$ cat src/rtl/core/ohtab_pkg.sv
// shared types, constants and codes of the open addressing hash table
package ohtab_pkg;

    // table geometry
    localparam int SLOTS    = 1024;
    localparam int SLOT_W   = $clog2(SLOTS);
    localparam int COUNT_W  = SLOT_W + 1;
    localparam int KEY_W    = 32;
    localparam int FUNC_W   = 2;
    localparam int STATUS_W = 3;
    localparam int LOG2_W   = 4;

    // size_log2 saturation range
    localparam logic [LOG2_W-1:0] SIZE_LOG2_MIN   = LOG2_W'(6);
    localparam logic [LOG2_W-1:0] SIZE_LOG2_MAX   = LOG2_W'(SLOT_W);
    localparam logic [LOG2_W-1:0] SIZE_LOG2_RESET = LOG2_W'(10);

    // hash multiplier
    localparam logic [KEY_W-1:0] HASH_MULT = 32'h045d_9f3b;

    // configuration port
    localparam int CFG_IDX_W  = 1;
    localparam int CFG_DATA_W = KEY_W;
    localparam logic [CFG_IDX_W-1:0] CFG_SIZE_LOG2   = 1'b0;
    localparam logic [CFG_IDX_W-1:0] CFG_INVALID_KEY = 1'b1;

    // operation codes
    localparam logic [FUNC_W-1:0] FUNC_LOOKUP = 2'd0;
    localparam logic [FUNC_W-1:0] FUNC_CREATE = 2'd1;
    localparam logic [FUNC_W-1:0] FUNC_REMOVE = 2'd2;

    // slot tags
    typedef enum logic [1:0] {
        TAG_EMPTY    = 2'd0,
        TAG_OCCUPIED = 2'd1,
        TAG_DELETED  = 2'd2
    } t_tag;

    // result status codes
    typedef enum logic [STATUS_W-1:0] {
        ST_FOUND   = 3'd0,
        ST_CREATED = 3'd1,
        ST_REMOVED = 3'd2,
        ST_ABSENT  = 3'd3,
        ST_INVALID = 3'd4,
        ST_FULL    = 3'd5
    } t_status;

    // controller states
    typedef enum logic [2:0] {
        S_CLEAR,
        S_IDLE,
        S_HASH,
        S_PROBE,
        S_FINISH
    } t_state;

    // controller to datapath commands
    typedef struct packed {
        logic clear;
        logic load;
        logic hash;
        logic probe;
        logic commit;
    } t_dp_cmd;

    // datapath to controller status
    typedef struct packed {
        logic clear_done;
        logic invalid;
        logic stop;
    } t_dp_status;

endpackage

$ cat src/rtl/core/ohtab_ctrl.sv
// controller state machine: clearing pass, hashing, probe loop and result handoff
module ohtab_ctrl import ohtab_pkg::*; (
    input  logic       i_clk,
    input  logic       i_rst_n,
    input  logic       i_in_valid,
    output logic       o_in_ready,
    output logic       o_out_valid,
    input  logic       i_out_ready,
    output t_dp_cmd    o_cmd,
    input  t_dp_status i_st
);

    t_state r_state, n_state;
    logic   r_out_valid, n_out_valid;

    // state and output valid registers
    always_ff @(posedge i_clk) begin
        if (!i_rst_n) begin
            r_state     <= S_CLEAR;
            r_out_valid <= 1'b0;
        end else begin
            r_state     <= n_state;
            r_out_valid <= n_out_valid;
        end
    end

    // next state and commands
    always_comb begin
        n_state     = r_state;
        o_cmd       = '0;
        o_in_ready  = 1'b0;
        n_out_valid = r_out_valid & ~i_out_ready;
        unique case (r_state)
            S_CLEAR: begin
                o_cmd.clear = 1'b1;
                if (i_st.clear_done) begin
                    n_state = S_IDLE;
                end
            end
            S_IDLE: begin
                o_in_ready = 1'b1;
                if (i_in_valid) begin
                    o_cmd.load = 1'b1;
                    n_state    = S_HASH;
                end
            end
            S_HASH: begin
                o_cmd.hash = 1'b1;
                n_state    = i_st.invalid ? S_FINISH : S_PROBE;
            end
            S_PROBE: begin
                o_cmd.probe = 1'b1;
                if (i_st.stop) begin
                    n_state = S_FINISH;
                end
            end
            S_FINISH: begin
                // wait until the output register is free
                if (!r_out_valid || i_out_ready) begin
                    o_cmd.commit = 1'b1;
                    n_out_valid  = 1'b1;
                    n_state      = S_IDLE;
                end
            end
            default: begin
                n_state = S_CLEAR;
            end
        endcase
    end

    assign o_out_valid = r_out_valid;

    // a word shows up only after a commit
    a_valid_after_finish: assert property (@(posedge i_clk) disable iff (!i_rst_n)
        $rose(r_out_valid) |-> $past(r_state == S_FINISH))
        else $error("output word appeared without a commit");

    // nothing is produced during the clearing pass
    a_no_word_in_clear: assert property (@(posedge i_clk) disable iff (!i_rst_n)
        (r_state == S_CLEAR) |-> !r_out_valid)
        else $error("output word during clearing pass");

    // a commit never overwrites a word still waiting
    a_commit_free: assert property (@(posedge i_clk) disable iff (!i_rst_n)
        (r_out_valid && !i_out_ready && r_state == S_FINISH) |=> (r_state == S_FINISH))
        else $error("commit over a pending output word");

endmodule

$ cat config.mk
export PLATFORM = sky130hd
export DESIGN_NAME = ohtab_ctrl
export DESIGN_NICKNAME = d
export VERILOG_FILES = /design/src/rtl/core/ohtab_pkg.sv /design/src/rtl/core/ohtab_ctrl.sv
export SDC_FILE = /design/constraint.sdc
export NUM_CORES = 1
export LEC_CHECK = 0
export ABC_CLOCK_PERIOD_IN_PS = 1400
export BUFFER_PORTS_ARGS = -buffer_cell sky130_fd_sc_hd__buf_2
export CAP_MARGIN = 20
export CORE_AREA = 2 2 39 41
export DETAILED_ROUTE_END_ITERATION = 7
export DIE_AREA = 0 0 41 43
export HOLD_SLACK_MARGIN = 0.08
export MAX_ROUTING_LAYER = met4
export SETUP_SLACK_MARGIN = 0.15
export SYNTH_ARGS = -nofsm -noshare
export SYNTH_HDL_FRONTEND = slang
export SYNTH_SLANG_ARGS = --single-unit
$ cat constraint.sdc
create_clock -name i_clk -period 1.4 [get_ports i_clk]
set_clock_uncertainty 0.15 [all_clocks]
set_input_delay 0.28 -clock i_clk [delete_from_list [all_inputs] [get_ports i_clk]]
set_output_delay 0.28 -clock i_clk [all_outputs]
set_load 0.01 [all_outputs]
# Word level (Yosys, flattened, before mapping)
# Index checks and enable logic that the tools add are counted.
[word_totals]
ff_bits = 4
in_bits = 7
out_inout_bits = 7
wordCells = 32
[classes]
n_eq_ne = 8
n_mux = 16
n_bitwise = 2
n_reduce_logical = 4
[ops]
columns = ["cell", "count"]
rows = [
  ["two-way mux 3 bit", 5],
  ["case mux 3 bit (5 select lines)", 1],
  ["two-way mux 1 bit", 10],
  ["!= test 2 bit (second input constant)", 4],
  ["equality test 3 x 2 -> 1 bit (second input constant)", 2],
  ["AND reduction 4 bit", 1],
  ["equality test 3 x 1 -> 1 bit (second input constant)", 1],
  ["equality test 3 bit (second input constant)", 1],
  ["logical NOT 3 bit", 1],
  ["AND 1 bit", 1],
  ["logical NOT 1 bit", 1],
  ["logical OR 1 bit", 1],
  ["NOT 1 bit", 1],
]

# Longest topological paths before layout
# Gate-level depths: netlist of the first run.
[depth]
word_depth = 4
depth_mapped = 4
ltp_nobuf = 3

# Least setup slack after synthesis of the first run
# Ideal clock, no wire load.
[synth_timing]
path_kind = "register to output"
start = "reg r_state[2]"
end = "out o_cmd[3] (netlist name)"
arrival_time_ns = 0.925
required_ns = 0.970
setup_slack_ns = 0.045
stages_incl_launch_ff = 4
n_path_buf = 1
path_cell_list = "dfxtp_1 buf_4 nor3b_2 and2_1"
[synth_rtl]
columns = ["element", "line", "rtl"]
rows = [
  ["start: declaration", "ohtab_ctrl.sv:13", "t_state r_state, n_state;"],
  ["start signal: assignment", "ohtab_ctrl.sv:22", "r_state <= n_state;"],
  ["end: declaration", "ohtab_ctrl.sv:9", "output t_dp_cmd o_cmd,"],
]

==> results of run 1 <==
## routing by layer
metal / global-route usage, % / part of all wire, %
met5: - / 0
met3: 3.141 / 5.2
met2: 16.25 / 51
met4: 12.00 / 4.6
met1: 10.97 / 38
## worst min-delay path, stage by stage
cell	delay (ns)
sky130_fd_sc_hd__buf_2	0.12
sky130_fd_sc_hd__o41ai_2	0.05
sky130_fd_sc_hd__a311oi_2	0.04
## kinds of logic after synthesis
| family | count (synthesis) | share of synthesized area (%) |
|---|---|---|
| AO/OA/AOI/OAI | 7 | 24.03 |
| AND/OR/NAND/NOR | 16 | 36.91 |
| flip-flops | 4 | 27.47 |
| buffers and inverters | 3 | 7.725 |
| multiplexers | 1 | 3.862 |
## worst paths after layout
path                      startpoint                 endpoint  slack [ns]  depth (start not counted)
max          r_state[2]$_SDFFE_PN0P_                 o_cmd[1]       -0.11                          3
min                          i_rst_n  r_state[0]$_SDFFE_PN0P_        0.15                          3
max reg2reg  r_state[2]$_SDFFE_PN0P_  r_state[0]$_SDFFE_PN0P_       -0.01                          5
min reg2reg  r_state[2]$_SDFFE_PN0P_  r_state[0]$_SDFFE_PN0P_        0.47                          2
## report_power, final
part	total, W	switching [W]	internal (W)
logic	0.000147	0.0000593	0.0000879
clock network	0.000143	0.0000473	0.0000959
registers	0.000132	0.0000122	0.000120
## state kept, by name, indices dropped and copies added, names as in the netlist
register,flops
o_out_valid,1
r_state,3
## cell usage after synthesis
cell type	count
sky130_fd_sc_hd__nand3b_1	1
sky130_fd_sc_hd__and2_1	2
sky130_fd_sc_hd__nor3b_2	1
sky130_fd_sc_hd__dfxtp_1	4
sky130_fd_sc_hd__o21ai_0	1
sky130_fd_sc_hd__a32oi_1	1
sky130_fd_sc_hd__nand2_1	1
sky130_fd_sc_hd__nor2b_1	3
sky130_fd_sc_hd__a221oi_2	1
sky130_fd_sc_hd__o21ai_1	1
sky130_fd_sc_hd__o41ai_2	1
sky130_fd_sc_hd__and2b_1	1
sky130_fd_sc_hd__a21oi_1	1
sky130_fd_sc_hd__buf_4	1
sky130_fd_sc_hd__nor2_1	2
sky130_fd_sc_hd__a311oi_2	1
sky130_fd_sc_hd__nor3_1	2
sky130_fd_sc_hd__mux2_2	1
sky130_fd_sc_hd__nor3_2	1
sky130_fd_sc_hd__and3b_1	1
sky130_fd_sc_hd__buf_6	1
sky130_fd_sc_hd__inv_1	1
sky130_fd_sc_hd__nor2b_2	1
## through the flow
stage,TNS [ns],instances
6_report,-0.3324,72
5_1_grt,-0.6442,72
4_1_cts,-0.3456,70
3_5_place_dp,-0.008061,63
3_3_place_gp,0,63
2_1_floorplan,0,31
## area by class of cell
| class | instances | area (um2) |
|---|---|---|
| Clock buffer | 3 | 22.52 |
| Fill cell | 146 | 848.3 |
| Inverter | 1 | 3.754 |
| Multi-Input combinational cell | 24 | 222.7 |
| Sequential cell | 4 | 91.34 |
| Tap cell | 16 | 20.02 |
| Timing Repair Buffer | 24 | 175.2 |
## repair_timing
action                     4_1_cts  5_1_grt
gates resized for setup         12        6
setup endpoints to repair        9        9
pin swaps                        3        4
setup buffers                    4        2
==> flow_summary.ini, run 1 <==
[cells_and_area]
diodes = 0
nNetsFinal = 65
final_common_cell = sky130_fd_sc_hd__buf_2
postLayoutCoreUtil_pct = 38.70
drive_above_1_share_pct = 76.79
syn_to_final_growth_pct = 83.69
final_area_um2 = 535.5
layout.cells.most_common_list = sky130_fd_sc_hd__buf_2, sky130_fd_sc_hd__buf_4, sky130_fd_sc_hd__buf_6

[timing]
worst-slew-pin-transition_ns = 0.2642
period_share_pct = 107.6
worst_slack_ns = -0.1069
slew_viol_final = 0
worst_hold_slack_ns = 0.1482
fmax_mhz = 663.6
hold_violation_count_in_the_final_report = 0
finalCriticalPeriod_ns = 1.507
rsz_0062_raised_after_global_routing = yes
timing.slew.headroom_pct = 82.19
endpoints_failing_setup = 6

[floorplanning]
fp.dieW_um = 41
core_area_um2 = 1384
pin_count = 14
core.rowCount = 14
floorplan.initialDensity_pct = 21.07
total_die_area_um2 = 1763
die_y_um = 43

[drt]
routed-via-count = 321
route.detailed.vias_per_inst = 4.458
firstDrtPassIters = 4
routedWlPerCell_um = 10.33
drt_wirelength_um = 744
route.antenna.remaining_nets = 0
detailedRoute.firstIterationViolations = 4
drc_errors = 0

[synthesis]
register_area_share_after_synthesis_pct = 27.47
synthesis.yosys.warnings = 0
ys_ff_latch = 4
post_synth_instance_area_um2 = 291.5
post_synth_inst_count = 31
yosysTopAreaCell = sky130_fd_sc_hd__dfxtp_1
ys_top_cells_by_area = sky130_fd_sc_hd__dfxtp_1, sky130_fd_sc_hd__nor2b_1, sky130_fd_sc_hd__o41ai_2, sky130_fd_sc_hd__a221oi_2, sky130_fd_sc_hd__a311oi_2
syn-num-nets = 38
synth.avg_cell_area_um2 = 9.404
synth.top_cell.area_share_pct = 27.47
synth.distinct_cells = 23

[clock_network]
insertion_delay_ns = 0.24
cts_root_buf = sky130_fd_sc_hd__clkbuf_4
cts_tree = built
cts_max_level = 1
clkTransAtPathRegs_ns = 0.04
max-clock-path-buffers = 2
clkSinkCount = 4
cts_made_buffers = 3
post_cts_hold_buffer_count = 0

[critical_path]
critical_path.cell_chain = and2b_2, and2_4, buf_6
critPathMaxStageDelay_ns = 0.37
critical_path.max_fanout = 6
crit_arrival_ns = 1.08
worstSetupStartpointType = flip-flop
worstPathBufferInverterCount = 1
critical_path_required_ns = 0.97
setup.worst_path.end_class = output pin
cpLargestDelayFamily = flip-flops
timing.setup.critical_path_class = flip-flop to output pin
slowest_stage = sky130_fd_sc_hd__dfxtp_4

[placed_design]
place_congestion = 0.7025
io_buffer_count = 13
post-dp-hpwl_um = 497.7
post-place-ws_ns = -0.008061
placement.cell_area_um2 = 405.4

[power_and_ir_drop]
power_per_cell_area_nw_per_um2 = 788.6
cellLeakagePower_nw = 0.2432
pnr_total_power_w = 0.0004223
ir_drop_mv = 0.3685

[grt]
overflow = 0
grtUsageTotal_pct = 11.33
antenna_violations_before_repair = 0
number_of_global_route_vias_before_repair = 302
largest_net_degree_at_the_start_of_global_routing = 8
grt_first_pass_wirelength_um = 1221

[worst_hold_path]
worst_min_delay_path_category = input pin to flip-flop

[job]
cap_viol_max_count = 0

[outcome]
violations = negative setup slack
status = finished, violations left
Power figures use the tool's default switching activity.
==> inputs of run 2 (changes only) <==
ABC_AREA = 1   (was default)
==> run 2 against run 1 <==
The flow still finishes with violations (negative setup slack). Global-route usage grew 0.82 points. Non-clock buffer count shrank 7. Setup slack gained 0.057 ns. Die area is the same. Largest cell class unchanged.
==> flow_summary.ini, run 2 <==
[critical_path]
timing.setup.critical_path_class = flip-flop to output pin
worstSetupStartpointType = flip-flop
critical_path_required_ns = 0.97
critical_path.max_fanout = 8
setup.worst_path.end_class = output pin
crit_arrival_ns = 1.02

[timing]
endpoints_failing_setup = 4
slew_viol_final = 0
fmax_mhz = 689.6
rsz_0062_raised_after_global_routing = yes
finalCriticalPeriod_ns = 1.450
timing.slew.headroom_pct = 87.17
worst_slack_ns = -0.05005
hold_violation_count_in_the_final_report = 0
period_share_pct = 103.6
worst-slew-pin-transition_ns = 0.1909

[clock_network]
clkTransAtPathRegs_ns = 0.04
insertion_delay_ns = 0.23
clkSinkCount = 4
cts_tree = built
cts_max_level = 1
cts_made_buffers = 3
max-clock-path-buffers = 2
post_cts_hold_buffer_count = 0
cts_root_buf = sky130_fd_sc_hd__clkbuf_4

[drt]
routedWlPerCell_um = 9.488
routed-via-count = 356
route.antenna.remaining_nets = 0
detailedRoute.firstIterationViolations = 16
drc_errors = 0
route.detailed.vias_per_inst = 4.341
drt_wirelength_um = 778
firstDrtPassIters = 3

[synthesis]
async_reset_ff_share_pct = 0
post_synth_instance_area_um2 = 289.0
synth_top_flop_cell = sky130_fd_sc_hd__dfxtp_1
synthesis.yosys.warnings = 0
ys_ff_latch = 4
synth.top_cell.area_share_pct = 27.71
yosysTopAreaCell = sky130_fd_sc_hd__dfxtp_1
ys_top_cells_by_area = sky130_fd_sc_hd__dfxtp_1, sky130_fd_sc_hd__nand2_1, sky130_fd_sc_hd__nor2_1, sky130_fd_sc_hd__inv_1, sky130_fd_sc_hd__nor2_2
syn-num-nets = 55
post_synth_inst_count = 48
register_area_share_after_synthesis_pct = 27.71
synth.avg_cell_area_um2 = 6.021
synth_commonest_cells = sky130_fd_sc_hd__nand2_1, sky130_fd_sc_hd__nor2_1, sky130_fd_sc_hd__inv_1
post_synth_edffs = 0
synth.distinct_cells = 14

[grt]
grtUsageTotal_pct = 12.15
number_of_global_route_vias_before_repair = 315
grt_first_pass_wirelength_um = 1345
overflow = 0
largest_net_degree_at_the_start_of_global_routing = 9
antenna_violations_before_repair = 0

[cells_and_area]
largest_register = r_state
nNetsFinal = 75
diodes = 0
drive_above_1_share_pct = 51.52
final_area_um2 = 459.2
final.fill_count = 154
layout.cells.most_common_list = sky130_fd_sc_hd__buf_2, sky130_fd_sc_hd__nor2_1, sky130_fd_sc_hd__nand2_1, sky130_fd_sc_hd__inv_1
syn_to_final_growth_pct = 58.87
postLayoutCoreUtil_pct = 33.18
final_common_cell = sky130_fd_sc_hd__buf_2
largest_register_ff_count = 3

[floorplanning]
core_area_um2 = 1384
floorplan.initialDensity_pct = 20.89
total_die_area_um2 = 1763
die_y_um = 43
core.rowCount = 14
fp.dieW_um = 41
pin_count = 14

[power_and_ir_drop]
ir_drop_mv = 0.6624
power_per_cell_area_nw_per_um2 = 2326
cellLeakagePower_nw = 0.2418

[placed_design]
post-place-ws_ns = 0.006103
post-dp-hpwl_um = 538.8
io_buffer_count = 13
place_congestion = 0.7688
placement.cell_area_um2 = 357.8

[outcome]
violations = negative setup slack
status = finished, violations left

[job]
cap_viol_max_count = 0

[worst_hold_path]
worst_min_delay_path_category = input pin to flip-flop
-- run 2: changes by cell type in the layout (fill, tap and decap cells not counted), moves of 2 or more --
cell / delta
sky130_fd_sc_hd__and2_4: -2
sky130_fd_sc_hd__buf_4: -4
sky130_fd_sc_hd__buf_6: -4
sky130_fd_sc_hd__inv_1: +5
sky130_fd_sc_hd__inv_2: +2
sky130_fd_sc_hd__nand2_1: +7
sky130_fd_sc_hd__nand2_2: +2
sky130_fd_sc_hd__nand3_1: +3
sky130_fd_sc_hd__nor2_1: +8
sky130_fd_sc_hd__nor2_4: +3
sky130_fd_sc_hd__nor2b_1: -3
-- run 2: report_power, final --
part	leakage [nW]	switching (W)	total [W]	internal [W]
sequential	0.0349	0.000104	0.000294	0.000190
clock	0.0138	0.0000433	0.000139	0.0000956
combinational	0.193	0.000336	0.000635	0.000299
total	0.242	0.000483	0.00107	0.000585
-- run 2: layout make-up --
type,count,area (um2),area share (%)
clock buffers,3,22.52,4.905
inverters,8,30.03,6.540
multi-input cells,34,190.2,41.42
flip-flops and latches,4,91.34,19.89
well taps,16,20.02,4.360
repair buffers,17,105.1,22.89
-- run 2: through the flow --
stage                     total power, W  TNS, ns  std cells  hold WS (ns)
after global placement         0.0007070        0         75        0.3971
final                           0.001068  -0.1126         82        0.1476
after CTS                       0.001061  -0.1450         82        0.1413
after floorplan                0.0006278        0         48        0.2504
after global routing            0.001175  -0.4655         82        0.1385
after detailed placement       0.0007162        0         75        0.3968
-- run 2: per-layer routing --
metal	track usage [%]	routed length, um
met1	12.90	285
met2	17.50	443
met3	6.806	33
met4	6.000	16
met5	-	0
-- run 2: final timing paths --
kind                            from                       to  slack [ns]  cells past startpoint
min reg2reg   o_out_valid$_SDFF_PN0_   o_out_valid$_SDFF_PN0_        0.40                      4
min                          i_rst_n  r_state[1]$_SDFFE_PN0P_        0.15                      3
max          r_state[2]$_SDFFE_PN0P_                 o_cmd[3]       -0.05                      2
max reg2reg  r_state[2]$_SDFFE_PN0P_  r_state[2]$_SDFFE_PN0P_        0.06                      8
-- run 2: logic make-up (layout without fill, tap and decap cells) --
logic type      after synthesis  after routing  synth area share, %
flops                         4              4                27.71
buf+inv                      10             28                18.18
simple gates                 31             31                48.05
compound gates                3              3                6.058
-- run 2: timing repair --
action | 4_1_cts | 5_1_grt
gates resized for setup | 15 | 1
pin swaps | 3 | 1
setup endpoints to repair | 9 | 9
setup buffers | 4 | 0
-- run 2: critical path, cell delays in order (launching register included) --
cell and delay (ns):
sky130_fd_sc_hd__dfxtp_4 0.36, sky130_fd_sc_hd__nor4_2 0.26, sky130_fd_sc_hd__buf_2 0.17
